==> src/bsmm_pkg.sv <==
// Shared types and codes for the bounded stack with running min/max.
// No dependencies; every other file of the block depends on this package.
`default_nettype none

package bsmm_pkg;

  localparam int unsigned WORD_W   = 32;
  localparam int unsigned PEEK_W   = 6;
  localparam int unsigned COUNT_W  = 7;
  localparam int unsigned OP_W     = 2;
  localparam int unsigned STATUS_W = 2;

  typedef logic signed [WORD_W-1:0] word_t;

  typedef enum logic [OP_W-1:0] {
    OP_PUSH  = 2'd0,
    OP_POP   = 2'd1,
    OP_PEEK  = 2'd2,
    OP_CLEAR = 2'd3
  } op_e;

  typedef enum logic [STATUS_W-1:0] {
    ST_OK        = 2'd0,
    ST_FULL      = 2'd1,
    ST_EMPTY     = 2'd2,
    ST_BAD_PEEK  = 2'd3
  } status_e;

  // One stack level: the stored word and the min/max of it and all below.
  typedef struct packed {
    word_t entry;
    word_t lo;
    word_t hi;
  } lvl_t;

  // Shift command broadcast to every cell.
  typedef struct packed {
    logic push;
    logic pop;
  } shift_t;

endpackage

`default_nettype wire

==> src/bsmm_cell.sv <==
// One stack level: holds a word with its running min/max, shifts to/from neighbors.
// Depends on bsmm_pkg.
`default_nettype none

module bsmm_cell #(
  parameter int unsigned IDX = 0
) (
  input  wire logic                          clk_i,
  input  wire bsmm_pkg::shift_t              shift_i,
  input  wire bsmm_pkg::lvl_t                upper_i,
  input  wire bsmm_pkg::lvl_t                lower_i,
  input  wire logic [bsmm_pkg::PEEK_W-1:0]   peek_depth_i,
  output bsmm_pkg::lvl_t                     lvl_o,
  output bsmm_pkg::word_t                    peek_o
);
  import bsmm_pkg::*;

  lvl_t lvl_q, lvl_d;

  // Push moves everything one level down, pop one level up.
  always_comb begin
    lvl_d = lvl_q;
    if (shift_i.push) begin
      lvl_d = upper_i;
    end else if (shift_i.pop) begin
      lvl_d = lower_i;
    end
  end

  always_ff @(posedge clk_i) begin
    lvl_q <= lvl_d;
  end

  assign lvl_o  = lvl_q;
  // Drive the word onto the peek OR-bus only when this level is addressed.
  assign peek_o = (32'(peek_depth_i) == IDX) ? lvl_q.entry : '0;

endmodule

`default_nettype wire

==> config.mk <==
export PLATFORM = sky130hd
export DESIGN_NAME = bsmm_cell
export DESIGN_NICKNAME = d
export VERILOG_FILES = /design/src/bsmm_pkg.sv /design/src/bsmm_cell.sv
export SDC_FILE = /design/constraint.sdc
export NUM_CORES = 1
export LEC_CHECK = 0
export BUFFER_PORTS_ARGS = -buffer_cell sky130_fd_sc_hd__buf_2
export CORE_AREA = 2 2 127 129
export CTS_CLUSTER_SIZE = 10
export DETAILED_ROUTE_END_ITERATION = 16
export DIE_AREA = 0 0 129 131
export PLACE_DENSITY = 0.62
export SYNTH_ARGS = -nofsm -noshare
export SYNTH_HDL_FRONTEND = slang
export SYNTH_SLANG_ARGS = --single-unit
export TNS_END_PERCENT = 10
==> constraint.sdc <==
create_clock -name clk_i -period 5.74 [get_ports clk_i]
set_input_delay 0.861 -clock clk_i [delete_from_list [all_inputs] [get_ports clk_i]]
set_output_delay 0.861 -clock clk_i [all_outputs]
set_load 0.03 [all_outputs]
==> results by group, run 1 <==
CTS
  • Root Driver: clkbuf_16
  • Total CTS buffers: 9
  • Setup Buffers After CTS: 0
  • CTS Hold Bufs: 0
  • CTS tree: yes
  • Max clock buf depth: 2
  • Post-CTS resize count: 0
  • Number of clock sinks: 96
  • Clock transition at the registers of the reported paths: about 0.070 ns
  • H-tree level count: 3

Logic synthesis
  • Most frequent cell after synthesis: edfxtp_1
  • Area contributors post-synth: edfxtp_1 67%, mux2_2 24%, and3_1 4.3%
  • Top cell type's share of synthesized area: 0.666
  • Post-synth top area cell: edfxtp_1
  • Mapped Area: approximately 4300 µm²
  • Synth cell types: 11
  • Synth Instances: roughly 240
  • Async SR Flop Fraction: 0
  • Yosys warnings: 0
  • #FFs+latches synth: 96
  • Mean post-synth cell area: 17.7 µm²
  • Post-synthesis net count: about 450
  • Seq/Total Area, Yosys: 0.666
  • Synth Flop Type: edfxtp_1
  • Commonest cells post-synth: 96 x edfxtp_1, 92 x mux2_2, 30 x and3_1, 8 x buf_6, 6 x buf_2
  • Post-synth EDFFs: 96

Route
  • Via Count: between 3000 and 4000
  • Via/cell ratio: approximately 4.3
  • DR WL/cell: roughly 15 µm
  • Final ANT Viol Nets: 0
  • 1st-iter DRT viols: 110
  • Final WL: approximately 12000 µm
  • First-pass DRT Iterations: 4
  • DRC Markers: 0

Global routing
  • Initial antenna violation count: 0
  • First-pass GRT wire length: approximately 17000 µm
  • GRT overflow: 0
  • GRT Total Usage: 0.136
  • Largest net degree at the start of global routing: 59
  • Vias in the first global route: approximately 3300

Placement
  • Placement Setup Slack: 2.42 ns
  • HPWL Detailed: between 9000 and 10000 µm
  • IO Port Bufs: about 330
  • Dpl cells: around 770
  • GP Congestion: about 0.75

Timing
  • Fmax: 0.300 GHz
  • Setup TNS: 0 ns
  • Rel. slew slack: 0.243
  • Final setup violation count: 0
  • Worst-margin pin slew: 1.13 ns
  • Period minus WS final: about 3.3 ns
  • Final hold vios: 0
  • Tcrit/Tclk final: 0.581
  • Final setup margin: roughly 2.4 ns
  • Final hold slack: roughly 0.8 ns
  • Unrepaired setup endpoints after global routing: no
  • Slew Limit Fails: 0

Worst setup path
  • Worst EP required: 4.88 ns
  • Crit. End Element: primary output
  • Data arrival, critical path: 2.47 ns
  • Worst Path Max Fanout: 32
  • CP startpoint: peek_depth_i[1]
  • Setup crit start kind: primary input
  • Crit path capture: peek_o[0]
  • Crit Path Class: primary input to primary output

Floorplanning
  • I/O pin cnt: 329
  • Die Footprint: 16900 µm²
  • Die Ht: around 130 µm
  • Number of cell rows: 46
  • CORE AREA: between 15000 and 20000 µm²
  • Die width: approximately 130 µm
  • Starting density of the core: 0.278

Power
  • Pleak: just over 3 nW
  • Total Power: between 1.5 and 2 mW
  • PD cells: just under 300 nW/µm²
  • VDD IR max: ~0.13 mV

Layout
  • Max reg flops: 96
  • Share of cells above drive strength 1: 0.770
  • Diode count: 0
  • Fin cells: between 700 and 800
  • Layout net count: just under 800
  • Area grow syn2layout: 48.0%

Job
  • MaxCap Viol Count: 0

Outcome
  • Status: completed

Hold path
  • Worst hold path class: primary input to flop
layer usage:
layer	track usage	part of all wire	vias up
li1	-	-	1600
met1	0.136	0.37	1572
met2	0.255	0.52	205
met3	0.0428	0.089	18
met4	0.0652	0.021	0
met5	0	0	-
how the worst min path moves through the flow:
stage	from	to	slack (ns)	depth (start not counted)
6_report	lower_i[90]	lvl_o[90]	0.80	2
5_1_grt	lower_i[90]	lvl_o[90]	0.80	2
4_1_cts	lower_i[74]	lvl_o[74]	0.78	2
3_5_place_dp	lower_i[74]	lvl_o[74]	1.15	2
3_3_place_gp	lower_i[86]	lvl_o[86]	1.14	2
2_1_floorplan	lower_i[74]	lvl_o[74]	1.06	1
cell families after synthesis:
family,Yosys count,synth area share
AND/OR/NAND/NOR,35,0.0540
flip-flops,96,0.666
buffers and inverters,17,0.0303
multiplexers,96,0.250
power by group:
group          switching, mW  total (mW)  internal (mW)
Combinational          0.254       0.402          0.148
Clock                  0.262       0.556          0.294
Sequential            0.0276       0.889          0.862
metrics by stage:
step           instance area, µm²   util
2_1_floorplan                4330      -
3_3_place_gp                 6140  0.393
3_5_place_dp                 6140  0.393
4_1_cts                      6410  0.411
5_1_grt                      6410  0.411
6_report                     6410  0.411
cell type report:
cell class,instances,area [µm²]
clock inverter,7,46.3
fill,1506,9190
tap,216,270
clock buffer,9,225
sequential,96,2880
timing repair buffer,331,1670
multi-input combinational,131,1320
worst max-delay path: stages:
cell    delay, ns
buf_2        0.11
nor4_4       0.97
and3_2       0.34
buf_2        0.19
cells in the final DEF (no fill, tap or decap), types with 2 or more instances in the layout:
master / Yosys / layout
mux2_1: 4 / 4
edfxtp_1: 96 / 96
and3_2: 2 / 2
clkinvlp_4: 0 / 2
buf_4: 0 / 4
inv_6: 0 / 2
clkinv_2: 0 / 2
buf_2: 6 / 327
clkbuf_16: 0 / 9
mux2_2: 92 / 92
and3_1: 30 / 30
No activity file was read; power rests on OpenSTA's default activity.
==> run 2: changes to the inputs <==
ABC_AREA = 1   (was default)
CORE_AREA = 2 2 129 131   (was 2 2 127 129)
DIE_AREA = 0 0 131 133   (was 0 0 129 131)
PLACE_DENSITY = 0.6   (was 0.62)
clock period = 3.27 ns   (was 5.74 ns; I/O delays follow)
==> results by group, run 2 <==
Outcome
  • Status: completed (unchanged)

Worst setup path
  • Data arrival, critical path: 1.87 ns (was 2.47 ns)
  • Crit Path Class: primary input to flop (was primary input to primary output)
  • Worst stage delay on the critical path: 0.63 ns (was 0.97 ns)
  • Crit path cell chain: buf_4, or2_4, buf_12 (was buf_2, nor4_4, and3_2, buf_2)
  • Delay-heaviest family, CP: buffers and inverters (was simple AND/OR/NAND/NOR gates)
  • Crit. End Element: flop (was primary output)
  • Worst path slowest cell: or2_4 (was nor4_4)
  • Worst Path Max Fanout: 48 (was 32)
  • Setup crit start kind: primary input (unchanged)
  • CP startpoint: shift_i[1] (was peek_depth_i[1])
  • Crit path buf inv count: 2 (unchanged)
  • Worst EP required: 3.31 ns (was 4.88 ns)

Layout
  • Max reg flops: 96 (unchanged)
  • Share of cells above drive strength 1: 0.435 (was 0.770)
  • Layout net count: 998 (was 770)
  • Commonest non-fill, non-tap cell in the layout: buf_2 (unchanged)
  • Area grow syn2layout: 48.1% (was 48.0%)
  • Diode count: 0 (unchanged)
  • Most frequent cells in the layout: 327 x buf_2, 288 x nand2_1, 96 x edfxtp_1, 35 x nor2_1, 32 x inv_1 (was 327 x buf_2, 96 x edfxtp_1, 92 x mux2_2, 30 x and3_1, 9 x clkbuf_16)

Placement
  • HPWL Detailed: 9440 µm (was 9690 µm)
  • GP Congestion: 0.750 (was 0.748)
  • IO Port Bufs: 328 (unchanged)

Logic synthesis
  • Seq/Total Area, Yosys: 0.656 (was 0.666)
  • Async SR Flop Fraction: 0 (unchanged)
  • Post-synth top area cell: edfxtp_1 (unchanged)
  • Top cell type's share of synthesized area: 0.656 (was 0.666)
  • Post-synth EDFFs: 96 (unchanged)
  • Synth cell types: 10 (was 11)
  • Area contributors post-synth: edfxtp_1 66%, nand2_1 25%, nor2_1 3.0% (was edfxtp_1 67%, mux2_2 24%, and3_1 4.3%)
  • Commonest cells post-synth: 288 x nand2_1, 96 x edfxtp_1, 35 x nor2_1, 32 x inv_1, 17 x buf_2 (was 96 x edfxtp_1, 92 x mux2_2, 30 x and3_1, 8 x buf_6, 6 x buf_2)
  • Most frequent cell after synthesis: nand2_1 (was edfxtp_1)
  • #FFs+latches synth: 96 (unchanged)
  • Mean post-synth cell area: 9.19 µm² (was 17.7 µm²)
  • Yosys warnings: 0 (unchanged)
  • Synth Instances: 478 (was 244)
  • Synth Flop Type: edfxtp_1 (unchanged)
  • Post-synthesis net count: 679 (was 445)
  • Mapped Area: 4390 µm² (was 4330 µm²)

Route
  • DR WL/cell: 12.3 µm (was 15.5 µm)
  • Final WL: 12600 µm (was 12200 µm)
  • Final ANT Viol Nets: 0 (unchanged)
  • Via/cell ratio: 4.05 (was 4.30)
  • First-pass DRT Iterations: 5 (was 4)
  • 1st-iter DRT viols: 151 (was 110)
  • Via Count: 4137 (was 3395)
  • DRC Markers: 0 (unchanged)

CTS
  • Root Driver: clkbuf_16 (unchanged)
  • Post-CTS resize count: 0 (unchanged)
  • Clock transition at the registers of the reported paths: 0.07 ns (about the same)
  • CTS Hold Bufs: 0 (unchanged)
  • CTS tree: yes (unchanged)
  • Setup Buffers After CTS: 0 (unchanged)
  • H-tree level count: 3 (unchanged)
  • Number of clock sinks: 96 (unchanged)
  • Max clock buf depth: 2 (unchanged)
  • Total CTS buffers: 9 (unchanged)

Timing
  • Unrepaired setup endpoints after global routing: no (unchanged)
  • Final setup violation count: 0 (unchanged)
  • Worst-margin pin slew: 0.920 ns (was 1.13 ns)
  • Period minus WS final: 1.82 ns
  • Tcrit/Tclk final: 0.558
  • Fmax: ~0.55 GHz
  • Slew Limit Fails: 0 (unchanged)
  • Setup TNS: 0 ns (unchanged)
  • Rel. slew slack: 0.387 (was 0.243)
  • Final hold vios: 0 (unchanged)

Floorplanning
  • Die Ht: 133 µm (was 131 µm)
  • Die width: 131 µm (was 129 µm)
  • Starting density of the core: 0.272 (was 0.278)
  • Number of cell rows: 47 (was 46)
  • Die Footprint: 17400 µm² (was 16900 µm²)
  • CORE AREA: 16200 µm² (was 15600 µm²)
  • I/O pin cnt: 329 (unchanged)

Power
  • Switch Pwr: 0.996 mW (was 0.544 mW)
  • Clock power frac: 0.317 (was 0.301)
  • Part of the power in combinational logic: 0.216 (was 0.218)
  • PD cells: 512 nW/µm² (was 288 nW/µm²)
  • Total Power: 3.33 mW (was 1.85 mW)
  • Seq pwr share: 0.467 (was 0.481)
  • Pleak: 3.60 nW (was 3.04 nW)
  • P_int: 2.34 mW (was 1.30 mW)
  • VDD IR max: 0.227 mV (was 0.130 mV)
  • Switching share of power: 0.299 (was 0.294)

Hold path
  • Worst hold start: lower_i[62] (was lower_i[90])
  • Worst hold stages: 3 (was 2)
  • Worst hold path class: primary input to flop (unchanged)
  • Worst hold endpoint: lvl_o[62] (was lvl_o[90])

Global routing
  • GRT Total Usage: 0.140 (was 0.136)
  • Vias in the first global route: 3897 (was 3347)
  • Largest net degree at the start of global routing: 97 (was 59)
  • Initial antenna violation count: 0 (unchanged)
  • GRT overflow: 0 (unchanged)
  • First-pass GRT wire length: 18800 µm (was 17000 µm)

Job
  • MaxCap Viol Count: 0 (unchanged)
[run 2: cell count changes after synthesis, moves of 3 or more]
cell,previous run,this run
nor2_1,1,35
mux2_1,4,0
nand2_1,0,288
buf_2,6,17
clkbuf_1,3,0
inv_1,0,32
mux2_2,92,0
and3_1,30,0
[run 2: worst max path at each step]
| stage | endpoint | slack, ns | depth (start not counted) |
|---|---|---|---|
| 2_1_floorplan | lvl_o[0] | 0.90 | 3 |
| 3_3_place_gp | lvl_o[39] | 1.06 | 3 |
| 3_5_place_dp | lvl_o[33] | 1.04 | 3 |
| 4_1_cts | lvl_o[40] | 1.42 | 3 |
| 5_1_grt | peek_o[13] | 1.30 | 6 |
| 6_report | lvl_o[36] | 1.45 | 3 |
[run 2: power groups by stage]
stage | combinational [mW] | clock, mW | sequential, mW
after floorplan | 0.157 | 0 | 1.87
after global placement | 0.724 | 0 | 1.58
after detailed placement | 0.728 | 0 | 1.59
after CTS | 0.729 | 1.10 | 1.56
after global routing | 0.787 | 1.13 | 1.57
final | 0.719 | 1.06 | 1.56
[run 2: through the flow]
stage | area [µm²] | hold slack [ns] | worst slack [ns] | util | cells
after detailed placement | 6210 | 0.757 | 1.04 | 0.384 | 1006
after floorplan | 4390 | 0.669 | 0.903 | - | 478
after CTS | 6510 | 0.386 | 1.42 | 0.402 | 1022
after global routing | 6510 | 0.403 | 1.30 | 0.402 | 1022
after global placement | 6210 | 0.754 | 1.06 | 0.384 | 1006
final | 6510 | 0.403 | 1.45 | 0.402 | 1022
[run 2: area by class of cell]
type                            count  area, µm²
Multi-Input combinational cell    325       1230
Fill cell                        1667       9660
Tap cell                          220        275
Inverter                           33        126
Clock inverter                      6       68.8
Sequential cell                    96       2880
Clock buffer                       10        229
Timing Repair Buffer              332       1700
[run 2: cells by family after synthesis]
logic type	after synthesis	synth area share
buffers and inverters	57	0.0652
flip-flops	96	0.656
AND/OR/NAND/NOR	325	0.279
[run 2: per-layer routing]
metal | global-route usage | up-vias | part of all wire
met5 | 0 | - | 0
met4 | 0.0556 | 0 | 0.017
met2 | 0.241 | 209 | 0.48
met3 | 0.0510 | 14 | 0.11
li1 | - | 2118 | -
met1 | 0.156 | 1796 | 0.39
